**src/rtl/ffpr_pkg.sv**
```systemverilog
// ----------------------------------------------------------------------------
// ffpr_pkg
// Shared types, register map and CRC helper for the flag-framed receiver.
// ----------------------------------------------------------------------------
package ffpr_pkg;

    localparam int unsigned CfgAddrW = 4;

    localparam logic [1:0] REG_FLAG_PATTERN  = 2'd0;
    localparam logic [1:0] REG_CRC_INIT      = 2'd1;
    localparam logic [1:0] REG_CRC_FINAL_XOR = 2'd2;

    localparam logic [7:0]  FLAG_RESET = 8'h7E;
    localparam logic [31:0] CRC_RESET  = 32'hFFFF_FFFF;
    localparam logic [31:0] CRC_POLY   = 32'hEDB8_8320;

    localparam logic       KIND_BYTE    = 1'b0;
    localparam logic       KIND_SUMMARY = 1'b1;

    localparam logic [1:0] STATUS_GOOD     = 2'd0;
    localparam logic [1:0] STATUS_BAD_FLAG = 2'd1;
    localparam logic [1:0] STATUS_BAD_CRC  = 2'd2;

    typedef struct packed {
        logic [7:0]  flag_pattern;
        logic [31:0] crc_init;
        logic [31:0] crc_final_xor;
    } cfg_t;

    typedef struct packed {
        logic       item_kind;
        logic [7:0] payload_byte;
        logic [1:0] frame_status;
        logic [3:0] control_code;
        logic [3:0] payload_length;
        logic [7:0] receiver_address;
        logic [7:0] sender_address;
        logic [7:0] sequence_number;
    } result_t;

    // Reflected CRC-32, one byte, LSB first
    function automatic logic [31:0] crc32_byte(input logic [31:0] crc_in,
                                               input logic [7:0]  data);
        logic [31:0] c;
        c = crc_in ^ {24'd0, data};
        for (int k = 0; k < 8; k++) begin
            c = c[0] ? ((c >> 1) ^ CRC_POLY) : (c >> 1);
        end
        return c;
    endfunction

endpackage

```
**src/rtl/ffpr_cfg_regs.sv**
```systemverilog
// ----------------------------------------------------------------------------
// ffpr_cfg_regs
// APB register bank: flag pattern, CRC init and CRC final XOR.
// ----------------------------------------------------------------------------
module ffpr_cfg_regs
    import ffpr_pkg::*;
(
    input  logic                aclk,
    input  logic                aresetn,
    input  logic                psel,
    input  logic                penable,
    input  logic                pwrite,
    input  logic [CfgAddrW-1:0] paddr,
    input  logic [31:0]         pwdata,
    output logic [31:0]         prdata,
    output logic                pready,
    output cfg_t                cfg
);

    logic [7:0]  flag_reg;
    logic [31:0] init_reg;
    logic [31:0] fxor_reg;
    logic        wr_en;
    logic [1:0]  reg_idx;

    assign pready  = 1'b1;
    assign wr_en   = psel & penable & pwrite;
    assign reg_idx = paddr[3:2];

    always_ff @(posedge aclk) begin
        if (!aresetn) begin
            flag_reg <= FLAG_RESET;
            init_reg <= CRC_RESET;
            fxor_reg <= CRC_RESET;
        end else if (wr_en) begin
            if (reg_idx == REG_FLAG_PATTERN)  flag_reg <= pwdata[7:0];
            if (reg_idx == REG_CRC_INIT)      init_reg <= pwdata;
            if (reg_idx == REG_CRC_FINAL_XOR) fxor_reg <= pwdata;
        end
    end

    always_comb begin
        unique case (reg_idx)
            REG_FLAG_PATTERN:  prdata = {24'd0, flag_reg};
            REG_CRC_INIT:      prdata = init_reg;
            REG_CRC_FINAL_XOR: prdata = fxor_reg;
            default:           prdata = 32'd0;
        endcase
    end

    assign cfg = '{flag_pattern: flag_reg, crc_init: init_reg, crc_final_xor: fxor_reg};

endmodule

```
**src/rtl/ffpr_deframer.sv**
```systemverilog
// ----------------------------------------------------------------------------
// ffpr_deframer
// Per-bit frame parser: flag hunt, header fields, payload, CRC and close.
// ----------------------------------------------------------------------------
module ffpr_deframer
    import ffpr_pkg::*;
(
    input  logic    aclk,
    input  logic    aresetn,
    input  logic    bit_en,
    input  logic    line_bit,
    input  cfg_t    cfg,
    output logic    res_valid,
    output result_t res
);

    localparam logic [2:0] PH_HUNT   = 3'd0;
    localparam logic [2:0] PH_HEADER = 3'd1;
    localparam logic [2:0] PH_RECV   = 3'd2;
    localparam logic [2:0] PH_SEND   = 3'd3;
    localparam logic [2:0] PH_SEQ    = 3'd4;
    localparam logic [2:0] PH_DATA   = 3'd5;
    localparam logic [2:0] PH_CRC    = 3'd6;
    localparam logic [2:0] PH_CLOSE  = 3'd7;

    logic [2:0]  phase_reg, phase_next;
    logic [7:0]  hunt_reg, hunt_next;
    logic [5:0]  count_reg, count_next;
    logic [31:0] field_reg, field_next;
    logic [3:0]  ctrl_reg, ctrl_next;
    logic [3:0]  len_reg, len_next;
    logic [7:0]  recv_reg, recv_next;
    logic [7:0]  send_reg, send_next;
    logic [7:0]  seq_reg, seq_next;
    logic [3:0]  left_reg, left_next;
    logic [31:0] crc_reg, crc_next;
    logic [31:0] rxcrc_reg, rxcrc_next;

    logic [31:0] shifted;
    logic [5:0]  count_inc;
    logic        field_done8;
    logic [3:0]  left_dec;

    assign shifted     = {field_reg[30:0], line_bit};
    assign count_inc   = count_reg + 6'd1;
    assign field_done8 = (count_inc == 6'd8);
    assign left_dec    = left_reg - 4'd1;

    always_comb begin
        phase_next = phase_reg;
        hunt_next  = hunt_reg;
        count_next = count_reg;
        field_next = field_reg;
        ctrl_next  = ctrl_reg;
        len_next   = len_reg;
        recv_next  = recv_reg;
        send_next  = send_reg;
        seq_next   = seq_reg;
        left_next  = left_reg;
        crc_next   = crc_reg;
        rxcrc_next = rxcrc_reg;
        res_valid  = 1'b0;
        res        = '{item_kind: KIND_BYTE, payload_byte: 8'd0, frame_status: STATUS_GOOD,
                       control_code: ctrl_reg, payload_length: len_reg,
                       receiver_address: recv_reg, sender_address: send_reg,
                       sequence_number: seq_reg};

        if (bit_en) begin
            if (phase_reg == PH_HUNT) begin
                hunt_next = {hunt_reg[6:0], line_bit};
                if (count_reg < 6'd8) count_next = count_inc;
                if ((count_reg >= 6'd7) && (hunt_next == cfg.flag_pattern)) begin
                    phase_next = PH_HEADER;
                    count_next = 6'd0;
                    field_next = 32'd0;
                    crc_next   = cfg.crc_init;
                end
            end else begin
                field_next = shifted;
                count_next = count_inc;
                unique case (phase_reg)
                    PH_HEADER: if (field_done8) begin
                        ctrl_next  = shifted[7:4];
                        len_next   = shifted[3:0];
                        left_next  = shifted[3:0];
                        phase_next = PH_RECV;
                    end
                    PH_RECV: if (field_done8) begin
                        recv_next  = shifted[7:0];
                        phase_next = PH_SEND;
                    end
                    PH_SEND: if (field_done8) begin
                        send_next  = shifted[7:0];
                        phase_next = PH_SEQ;
                    end
                    PH_SEQ: if (field_done8) begin
                        seq_next   = shifted[7:0];
                        phase_next = (left_reg != 4'd0) ? PH_DATA : PH_CRC;
                    end
                    PH_DATA: if (field_done8) begin
                        crc_next         = crc32_byte(crc_reg, shifted[7:0]);
                        res_valid        = 1'b1;
                        res.payload_byte = shifted[7:0];
                        left_next        = left_dec;
                        phase_next       = (left_dec != 4'd0) ? PH_DATA : PH_CRC;
                    end
                    PH_CRC: if (count_inc == 6'd32) begin
                        rxcrc_next = shifted;
                        phase_next = PH_CLOSE;
                    end
                    PH_CLOSE: if (field_done8) begin
                        res_valid     = 1'b1;
                        res.item_kind = KIND_SUMMARY;
                        priority if (shifted[7:0] != cfg.flag_pattern)
                            res.frame_status = STATUS_BAD_FLAG;
                        else if ((crc_reg ^ cfg.crc_final_xor) != rxcrc_reg)
                            res.frame_status = STATUS_BAD_CRC;
                        else
                            res.frame_status = STATUS_GOOD;
                        hunt_next  = 8'd0;
                        phase_next = PH_HUNT;
                    end
                    default: ;
                endcase
                // any field boundary restarts the field counter
                if (phase_next != phase_reg || (phase_reg == PH_DATA && field_done8)) begin
                    count_next = 6'd0;
                    field_next = 32'd0;
                end
            end
        end
    end

    always_ff @(posedge aclk) begin
        if (!aresetn) begin
            phase_reg <= PH_HUNT;
            hunt_reg  <= 8'd0;
            count_reg <= 6'd0;
            field_reg <= 32'd0;
            ctrl_reg  <= 4'd0;
            len_reg   <= 4'd0;
            recv_reg  <= 8'd0;
            send_reg  <= 8'd0;
            seq_reg   <= 8'd0;
            left_reg  <= 4'd0;
            crc_reg   <= 32'd0;
            rxcrc_reg <= 32'd0;
        end else begin
            phase_reg <= phase_next;
            hunt_reg  <= hunt_next;
            count_reg <= count_next;
            field_reg <= field_next;
            ctrl_reg  <= ctrl_next;
            len_reg   <= len_next;
            recv_reg  <= recv_next;
            send_reg  <= send_next;
            seq_reg   <= seq_next;
            left_reg  <= left_next;
            crc_reg   <= crc_next;
            rxcrc_reg <= rxcrc_next;
        end
    end

endmodule

```
**src/rtl/ffpr_out_reg.sv**
```systemverilog
// ----------------------------------------------------------------------------
// ffpr_out_reg
// Result register on the master side; frees as the beat is taken.
// ----------------------------------------------------------------------------
module ffpr_out_reg
    import ffpr_pkg::*;
(
    input  logic    aclk,
    input  logic    aresetn,
    input  logic    res_valid,
    input  result_t res,
    output logic    can_load,
    output logic    m_tvalid,
    input  logic    m_tready,
    output logic [47:0] m_tdata,  // payload_byte, frame_status, control_code,
                                  // payload_length, receiver_address,
                                  // sender_address, sequence_number, zero fill
    output logic    m_tuser       // item_kind
);

    logic    valid_reg;
    result_t data_reg;

    assign can_load = !valid_reg || m_tready;

    always_ff @(posedge aclk) begin
        if (!aresetn) begin
            valid_reg <= 1'b0;
        end else if (can_load) begin
            valid_reg <= res_valid;
        end
    end

    always_ff @(posedge aclk) begin
        if (can_load && res_valid) data_reg <= res;
    end

    assign m_tvalid = valid_reg;
    assign m_tuser  = data_reg.item_kind;
    assign m_tdata  = {6'd0, data_reg.sequence_number, data_reg.sender_address,
                       data_reg.receiver_address, data_reg.payload_length,
                       data_reg.control_code, data_reg.frame_status,
                       data_reg.payload_byte};

endmodule

```
**src/rtl/flag_framed_packet_receiver.sv**
```systemverilog
// ----------------------------------------------------------------------------
// flag_framed_packet_receiver
// Bit-serial flag-framed deframer with reflected CRC-32 check.
// ----------------------------------------------------------------------------
// One line bit enters per beat and a new bit can be taken on every clock unless
// input is held off; the result (a payload byte or an end-of-frame summary) shows
// in the output register in the cycle after the bit that completes it. The rate
// is set by the per-bit parser, whose CRC byte update is one unrolled XOR network.
// Input is held off only while a result waits and m_tready is low.
// No clearing pass is needed after reset.
module flag_framed_packet_receiver
    import ffpr_pkg::*;
(
    input  logic                aclk,
    input  logic                aresetn,
    input  logic                s_tvalid,
    output logic                s_tready,
    input  logic [7:0]          s_tdata,   // line_bit, zero fill
    output logic                m_tvalid,
    input  logic                m_tready,
    output logic [47:0]         m_tdata,   // payload_byte, frame_status, control_code,
                                           // payload_length, receiver_address,
                                           // sender_address, sequence_number, zero fill
    output logic                m_tuser,   // item_kind
    input  logic                psel,
    input  logic                penable,
    input  logic                pwrite,
    input  logic [CfgAddrW-1:0] paddr,
    input  logic [31:0]         pwdata,
    output logic [31:0]         prdata,
    output logic                pready
);

    cfg_t    cfg;
    result_t res;
    logic    res_valid;
    logic    can_load;

    assign s_tready = can_load;

    ffpr_cfg_regs u_cfg (
        .aclk    (aclk),
        .aresetn (aresetn),
        .psel    (psel),
        .penable (penable),
        .pwrite  (pwrite),
        .paddr   (paddr),
        .pwdata  (pwdata),
        .prdata  (prdata),
        .pready  (pready),
        .cfg     (cfg)
    );

    ffpr_deframer u_deframer (
        .aclk      (aclk),
        .aresetn   (aresetn),
        .bit_en    (s_tvalid & can_load),
        .line_bit  (s_tdata[0]),
        .cfg       (cfg),
        .res_valid (res_valid),
        .res       (res)
    );

    ffpr_out_reg u_out (
        .aclk      (aclk),
        .aresetn   (aresetn),
        .res_valid (res_valid),
        .res       (res),
        .can_load  (can_load),
        .m_tvalid  (m_tvalid),
        .m_tready  (m_tready),
        .m_tdata   (m_tdata),
        .m_tuser   (m_tuser)
    );

endmodule

```
**config.mk**
```make
export PLATFORM = sky130hd
export DESIGN_NAME = flag_framed_packet_receiver
export DESIGN_NICKNAME = d
export VERILOG_FILES = /design/src/rtl/ffpr_pkg.sv /design/src/rtl/ffpr_cfg_regs.sv /design/src/rtl/ffpr_deframer.sv /design/src/rtl/ffpr_out_reg.sv /design/src/rtl/flag_framed_packet_receiver.sv
export SDC_FILE = /design/constraint.sdc
export NUM_CORES = 1
export LEC_CHECK = 0
export ABC_AREA = 1
export BUFFER_PORTS_ARGS = -buffer_cell sky130_fd_sc_hd__buf_4
export CORE_MARGIN = 4
export CORE_UTILIZATION = 45
export CTS_BUF_LIST = sky130_fd_sc_hd__clkbuf_8
export DETAILED_ROUTE_END_ITERATION = 16
export PLACE_DENSITY = 0.62
export SKIP_CTS_REPAIR_TIMING = 1
export SLEW_MARGIN = 20
export SYNTH_ARGS = -nofsm -noshare
export SYNTH_HDL_FRONTEND = slang
export SYNTH_SLANG_ARGS = --single-unit
export TNS_END_PERCENT = 30
```
**constraint.sdc**
```tcl
create_clock -name aclk -period 5.8 [get_ports aclk]
set_input_delay 0.58 -clock aclk [delete_from_list [all_inputs] [get_ports aclk]]
set_output_delay 0.58 -clock aclk [all_outputs]
set_load 0.01 [all_outputs]
```
# ---- After elaboration in Yosys (flattened, before gate mapping)
# Cells that the tools add are included.
# Widths: inputs -> output; s select.
dict set report totals {
  reg_bits 263
  in_bits 51
  output_inout_bits 84
  elab_cells 144
}
dict set report classes {
  addsub 2
  magnitude_cmp 2
  eq_ne 19
  muxes 46
  bitwise_logic 18
  reduce_logical 32
}
# operator n
set op_table {}
lappend op_table {{$mux 32} 12}
lappend op_table {{$not 13->14} 8}
lappend op_table {{$pmux 32 s3} 1}
lappend op_table {{$mux 31} 3}
lappend op_table {{$mux 3} 11}
lappend op_table {{$ne 32x32->1} 1}
lappend op_table {{$xor 32x32->32} 1}
lappend op_table {{$xor 32x8->32} 1}
lappend op_table {{$mux 6} 4}
lappend op_table {{$reduce_and 4->1} 6}
lappend op_table {{$mux 7} 3}
lappend op_table {{$pmux 3 s7} 1}
lappend op_table {{$eq 3x3->1 const B} 4}
lappend op_table {{$reduce_and 2->1} 5}
lappend op_table {{$eq 8x8->1} 1}
lappend op_table {{$mux 4} 2}
lappend op_table {{$ne 8x8->1} 1}
lappend op_table {{$pmux 4 s2} 1}
lappend op_table {{$reduce_bool 2->1} 4}
lappend op_table {{$reduce_bool 4->1} 2}
lappend op_table {{$reduce_or 4->1} 2}
lappend op_table {{$add 6x1->6 const B} 1}
lappend op_table {{$eq 3x2->1 const B} 2}
lappend op_table {{$eq 6x4->1 const B} 1}
lappend op_table {{other kinds (25)} 41}

# ---- Depth between registers and ports, before layout
dict set report logic_depth {
  depth_word 20
  mapped_depth 16
  mapped_depth_nobuf 15
}

# ---- By module
# From an unflattened synthesis, not the netlist that was laid out.
dict set report unflattened {
  cells_unflattened 1577
  area_unflattened_um2 12401.9
}
# module n_inst cells_each area_each_um2 seq_area_each_um2
set by_module_without_submodules {}
lappend by_module_without_submodules {ffpr_deframer 1 1075 8026.4 2942.8}
lappend by_module_without_submodules {ffpr_cfg_regs 1 443 2976.6 1441.4}
lappend by_module_without_submodules {ffpr_out_reg 1 57 1391.3 1311.3}
lappend by_module_without_submodules {flag_framed_packet_receiver 1 2 7.5 0.0}

# ---- Worst setup path after synthesis
# Ideal clock, no wire load.
dict set report synth_path {
  path_kind {flip-flop to flip-flop}
  start {reg u_deframer.count_reg[0]}
  end {reg u_out.data_reg, in the netlist u_out.m_tdata[0] (enable)}
  setup_ns 0.499
  arrival_ns 4.084
  t_required_ns 5.301
  path_slack_ns 1.217
  path_stages_with_launch 8
  n_path_buf 0
  period_less_slack_ns 4.583
  cell_sequence {dfxtp_1 > ha_1 > nand2_1 > a21oi_1 > nand2_1 > nor2_4 > nand2_4 > nor3_1}
}
dict set report synth_between {
  elab_chain_len 7
}
# element line
set synth_lines {}
lappend synth_lines {{start: declaration} ffpr_deframer.sv:28} ;# logic [5:0] count_reg, count_next;
lappend synth_lines {{start signal: assignment} ffpr_deframer.sv:151} ;# count_reg <= count_next;
lappend synth_lines {{$add 6x1->6} ffpr_deframer.sv:45} ;# assign count_inc = count_reg + 6'd1;
lappend synth_lines {{$eq 6x4->1} ffpr_deframer.sv:46} ;# assign field_done8 = (count_inc == 6'd8);
lappend synth_lines {{$mux 1} {ffpr_deframer.sv:100, ffpr_deframer.sv:111}}
lappend synth_lines {{$mux 1} -}
lappend synth_lines {{$mux 1} ffpr_deframer.sv:69} ;# if (phase_reg == PH_HUNT) begin
lappend synth_lines {{$mux 1} ffpr_deframer.sv:68} ;# if (bit_en) begin
lappend synth_lines {{$logic_and 1x1->1} ffpr_out_reg.sv:35} ;# if (can_load && res_valid) data_reg <= res;
lappend synth_lines {{end signal: assignment} ffpr_out_reg.sv:35}
lappend synth_lines {{end: declaration} ffpr_out_reg.sv:22} ;# result_t data_reg;
# No other way between the ends.
# A chain may end at the register's enable or synchronous reset.

# ---- Worst setup path in the final report
dict set report layout_path {
  start {reg u_deframer.phase_reg[0]}
  end {reg u_deframer.crc_reg[19]}
}
dict set report layout_between {
  elab_chain_len 3
  word_cells_on_any_way 7
  cone_classes {eq/ne (2); mux (1); reduce/logical (4)}
}
# element line
set layout_lines {}
lappend layout_lines {{start: declaration} ffpr_deframer.sv:26} ;# logic [2:0] phase_reg, phase_next;
lappend layout_lines {{start signal: assignment} ffpr_deframer.sv:149} ;# phase_reg <= phase_next;
lappend layout_lines {{$logic_not 3->1 / $eq 3x3->1 (equally long branches)} {ffpr_deframer.sv:69, ffpr_deframer.sv:81}}
lappend layout_lines {{$ne 2x2->1 (no line) / $reduce_bool 2->1 (equally long branches)} -}
lappend layout_lines {{$reduce_and 4->1 (no line)} -}
lappend layout_lines {{end signal: assignment} ffpr_deframer.sv:159} ;# crc_reg <= crc_next;
lappend layout_lines {{end: declaration} ffpr_deframer.sv:36} ;# logic [31:0] crc_reg, crc_next;
# Several ways; a longest one is shown, not always the timed one.

==> metrics.md <==
| Metric | Value |
|---|---|
| Register bit total from synthesis | `263` |
| Synth top cells by count | `316 x nand2_1, 220 x dfxtp_1, 134 x inv_1` |
| Area occupied by registers | `5700 µm²` |
| RSZ-0062 raised after global routing | `no` |
| Worst path bufs/invs | `3` |
| CTS tree | `yes` |
| Placed Cells incl. Taps | `1922` |
| Status | `completed` |
| Initial antenna violation count | `0` |
| Power density cells | `259 nW/µm²` |
| Core area | `27000 µm²` |
| Area of the multi-input gates | `5680 µm²` |
| Post-synth EDFFs | `43` |
| Syn Area/Cell | `7.98 µm²` |
| Clk pwr share | `43.1%` |
| Clock root buffer | `clkbuf_8` |
| Combinational share of power | `5.5%` |
| CP cell instances | `nor2_1, inv_2, nor2_4, buf_4, nor2_1, nand3_2, nand2_1, inv_2, a21oi_1, o21ai_1, a21oi_1` |
| Sequential cell fraction of total power | `51.3%` |
| Peak supply drop | `0.147 mV` |
| Cell internal pwr | `2.78 mW` |
| Worst reg2reg path depth | `11` |
| Share of the synthesized area in the top cell type | `35.7%` |
| Largest net degree at the start of global routing | `110` |
| Netlist Area Pre-Place | `12300 µm²` |
| H-tree levels | `2` |
| Achievable clock frequency | `0.302 GHz` |
| Die extent in x | `174 µm` |
| Slew margin rel. | `23.7%` |
| Setup TNS | `0 ns` |
| Die H | `174 µm` |
| CP Max Fanout | `51` |
| Largest register FFs | `42` |
| IO buf count | `118` |
| Final wirelength | `31900 µm` |
| Number of vias per cell | `5.19` |
| CP required | `6.28 ns` |
| Top delay family on crit path | `simple AND/OR/NAND/NOR gates` |
| Prevailing post-synth register cell | `dfxtp_1` |
| Fin nets | `1681` |
| Cell count along the critical path | `11` |
| Yosys cell types | `41` |
| Global-route wire length before repair | `50900 µm` |
| FFs w/ async S/R, synth | `0%` |
| Final hold vios | `0` |
| Die area | `30100 µm²` |
| Fillcell total | `2582` |
| Crit end category | `flop` |
| N_diodes | `0` |
| Worst skew pair latency | `0.57 ns` |
| CTS sink count | `263` |
| Worst-margin pin slew | `1.14 ns` |
| I/O pins | `135` |
| Register area share after synthesis | `46.2%` |
| Crit-path max cell delay | `0.76 ns` |
| DR iter-0 viols | `815` |
| Synth area leaders | `dfxtp_1 36%, edfxtp_1 10%, nand2_1 9.6%` |
| Final setup fails | `0` |
| Wire length per cell | `16.0 µm` |
| Clock transition at path regs | `0.06 ns` |
| Syn Inst Count | `1545` |
| Area growth syn-to-layout | `14.9%` |
| # rows | `60` |
| Vias in the first global route | `9353` |
| Detailed-route via count | `10.4k` |
| Num CTS Buffers | `44` |
| Layout cells sized above 1 | `13.7%` |
| YS warnings | `0` |
| Switching power total | `0.884 mW` |
| GPL Wtd Cong | `0.911` |
| Post-Route Skew | `0.0336 ns` |
| Setup crit start kind | `flop` |
| Max Cap Viol | `0` |
| Most common cell in the netlist | `nand2_1` |
| Sw Ratio | `24.1%` |
| Total Power | `3.67 mW` |
| Critical path class | `flop to flop` |
| Maximum clock path buffer count | `3` |
| Drt pass-1 iters | `5` |
| Initial cell density of the core | `45.8%` |
| GRT Overall Usage | `20.4%` |
| Slew Limit Fails | `0` |
| WP data arrival | `3.79 ns` |
| GRT Residual Overflow | `0` |
| Slowest CP cell | `nand2_1` |
| Antenna-violating nets left | `0` |
| Min Tclk post-route | `3.31 ns` |
| DRC violations left | `0` |
| Hold WC Path Type | `input pin to flop` |
| Top cell type by total area after synthesis | `dfxtp_1` |
| WHS Path Cells | `3` |
| Dpl hpwl | `21200 µm` |
| Final Instance Count excl. Fillers | `2000` |
| Post-route clock period utilization | `57.1%` |
| Leakage power | `5.68 nW` |
[power groups by stage]
stage	clock, mW	sequential (mW)	combinational (mW)
after CTS	1.62	1.88	0.204
after global placement	0	1.92	0.202
after floorplan	0	1.91	0.119
after detailed placement	0	1.92	0.203
final	1.58	1.88	0.203
after global routing	1.70	1.88	0.224
[cell families (layout without fill, tap and decap cells)]
logic type / after synthesis / count (layout) / share of synthesized area, %
DFF: 263 / 263 / 46.2
other: 2 / 7 / 0.0609
and+or+nand+nor: 571 / 571 / 19.5
adders and majority gates: 3 / 3 / 0.304
xor gates and xnor gates: 144 / 144 / 11.1
AOI/OAI and AO/OA: 318 / 318 / 14.8
buffers and inverters: 244 / 353 / 8.12
[path summary, 6_finish.rpt]
check | startpoint | to | slack, ns
worst min register to register | u_deframer.recv_reg[5]$_SDFFE_PN0P_ | u_out.m_tdata[23]$_DFFE_PP_ | 0.43
worst max-delay path | u_deframer.phase_reg[0]$_SDFFE_PN0P_ | u_deframer.crc_reg[19]$_SDFFE_PN0P_ | 2.49
worst min-delay path | pwdata[23] | u_cfg.init_reg[23]$_SDFFE_PN1P_ | 0.24
worst max register to register | u_deframer.phase_reg[0]$_SDFFE_PN0P_ | u_deframer.crc_reg[19]$_SDFFE_PN0P_ | 2.49
[cells in the final DEF, fill, tap and decap left out, types with 7 or more instances in the layout]
cell type and instances:
xnor2_1 62, a21oi_1 129, nor2_1 123, dfxtp_1 220
nand3_1 60, nand2_2 7, a31oi_1 10, edfxtp_1 43
xor2_1 74, o21ai_1 7, o21a_1 8, nand4_1 38
inv_2 10, buf_4 129, a211oi_1 35, inv_1 150
o211ai_1 32, o21ai_0 88, nand2_1 315, clkbuf_8 50
nor4_1 8, conb_1 7
[per-stage QoR]
step | util (%) | cell area (µm²) | setup WS (ns) | hold WS [ns]
after floorplan | - | 12400 | 1.22 | 0.409
after CTS | 52.6 | 14200 | 2.41 | 0.215
final | 52.6 | 14200 | 2.49 | 0.241
after global routing | 52.6 | 14200 | 2.14 | 0.233
after global placement | 49.4 | 13300 | 2.44 | 0.415
after detailed placement | 49.4 | 13300 | 2.43 | 0.417
[final cells by class]
class	instances	share of cell area, %
Timing Repair Buffer	130	6.91
Multi-Input combinational cell	1043	40.1
Tap cell	341	3.01
Sequential cell	263	40.2
Clock buffer	50	4.86
Clock inverter	28	1.08
Inverter	145	3.84
[worst register-to-register path, delay by kind of cell (launching register included)]
| kind | cells | cell delay, ns |
|---|---|---|
| AO/OA/AOI/OAI | 3 | 0.44 |
| buffers and inverters | 3 | 0.80 |
| flip-flops | 1 | 0.51 |
| AND/OR/NAND/NOR | 5 | 1.49 |
[per-layer routing]
layer / part of all wire (%) / routed length, µm / GRT usage, % / up-vias
li1: - / - / - / 5257
met1: 49 / 15600 / 31.2 / 4749
met2: 43 / 13700 / 29.5 / 323
met3: 6.7 / 2130 / 3.69 / 43
met4: 1.7 / 554 / 5.39 / 0
met5: 0 / 0 / 0 / -
Power figures use the tool's default switching activity.
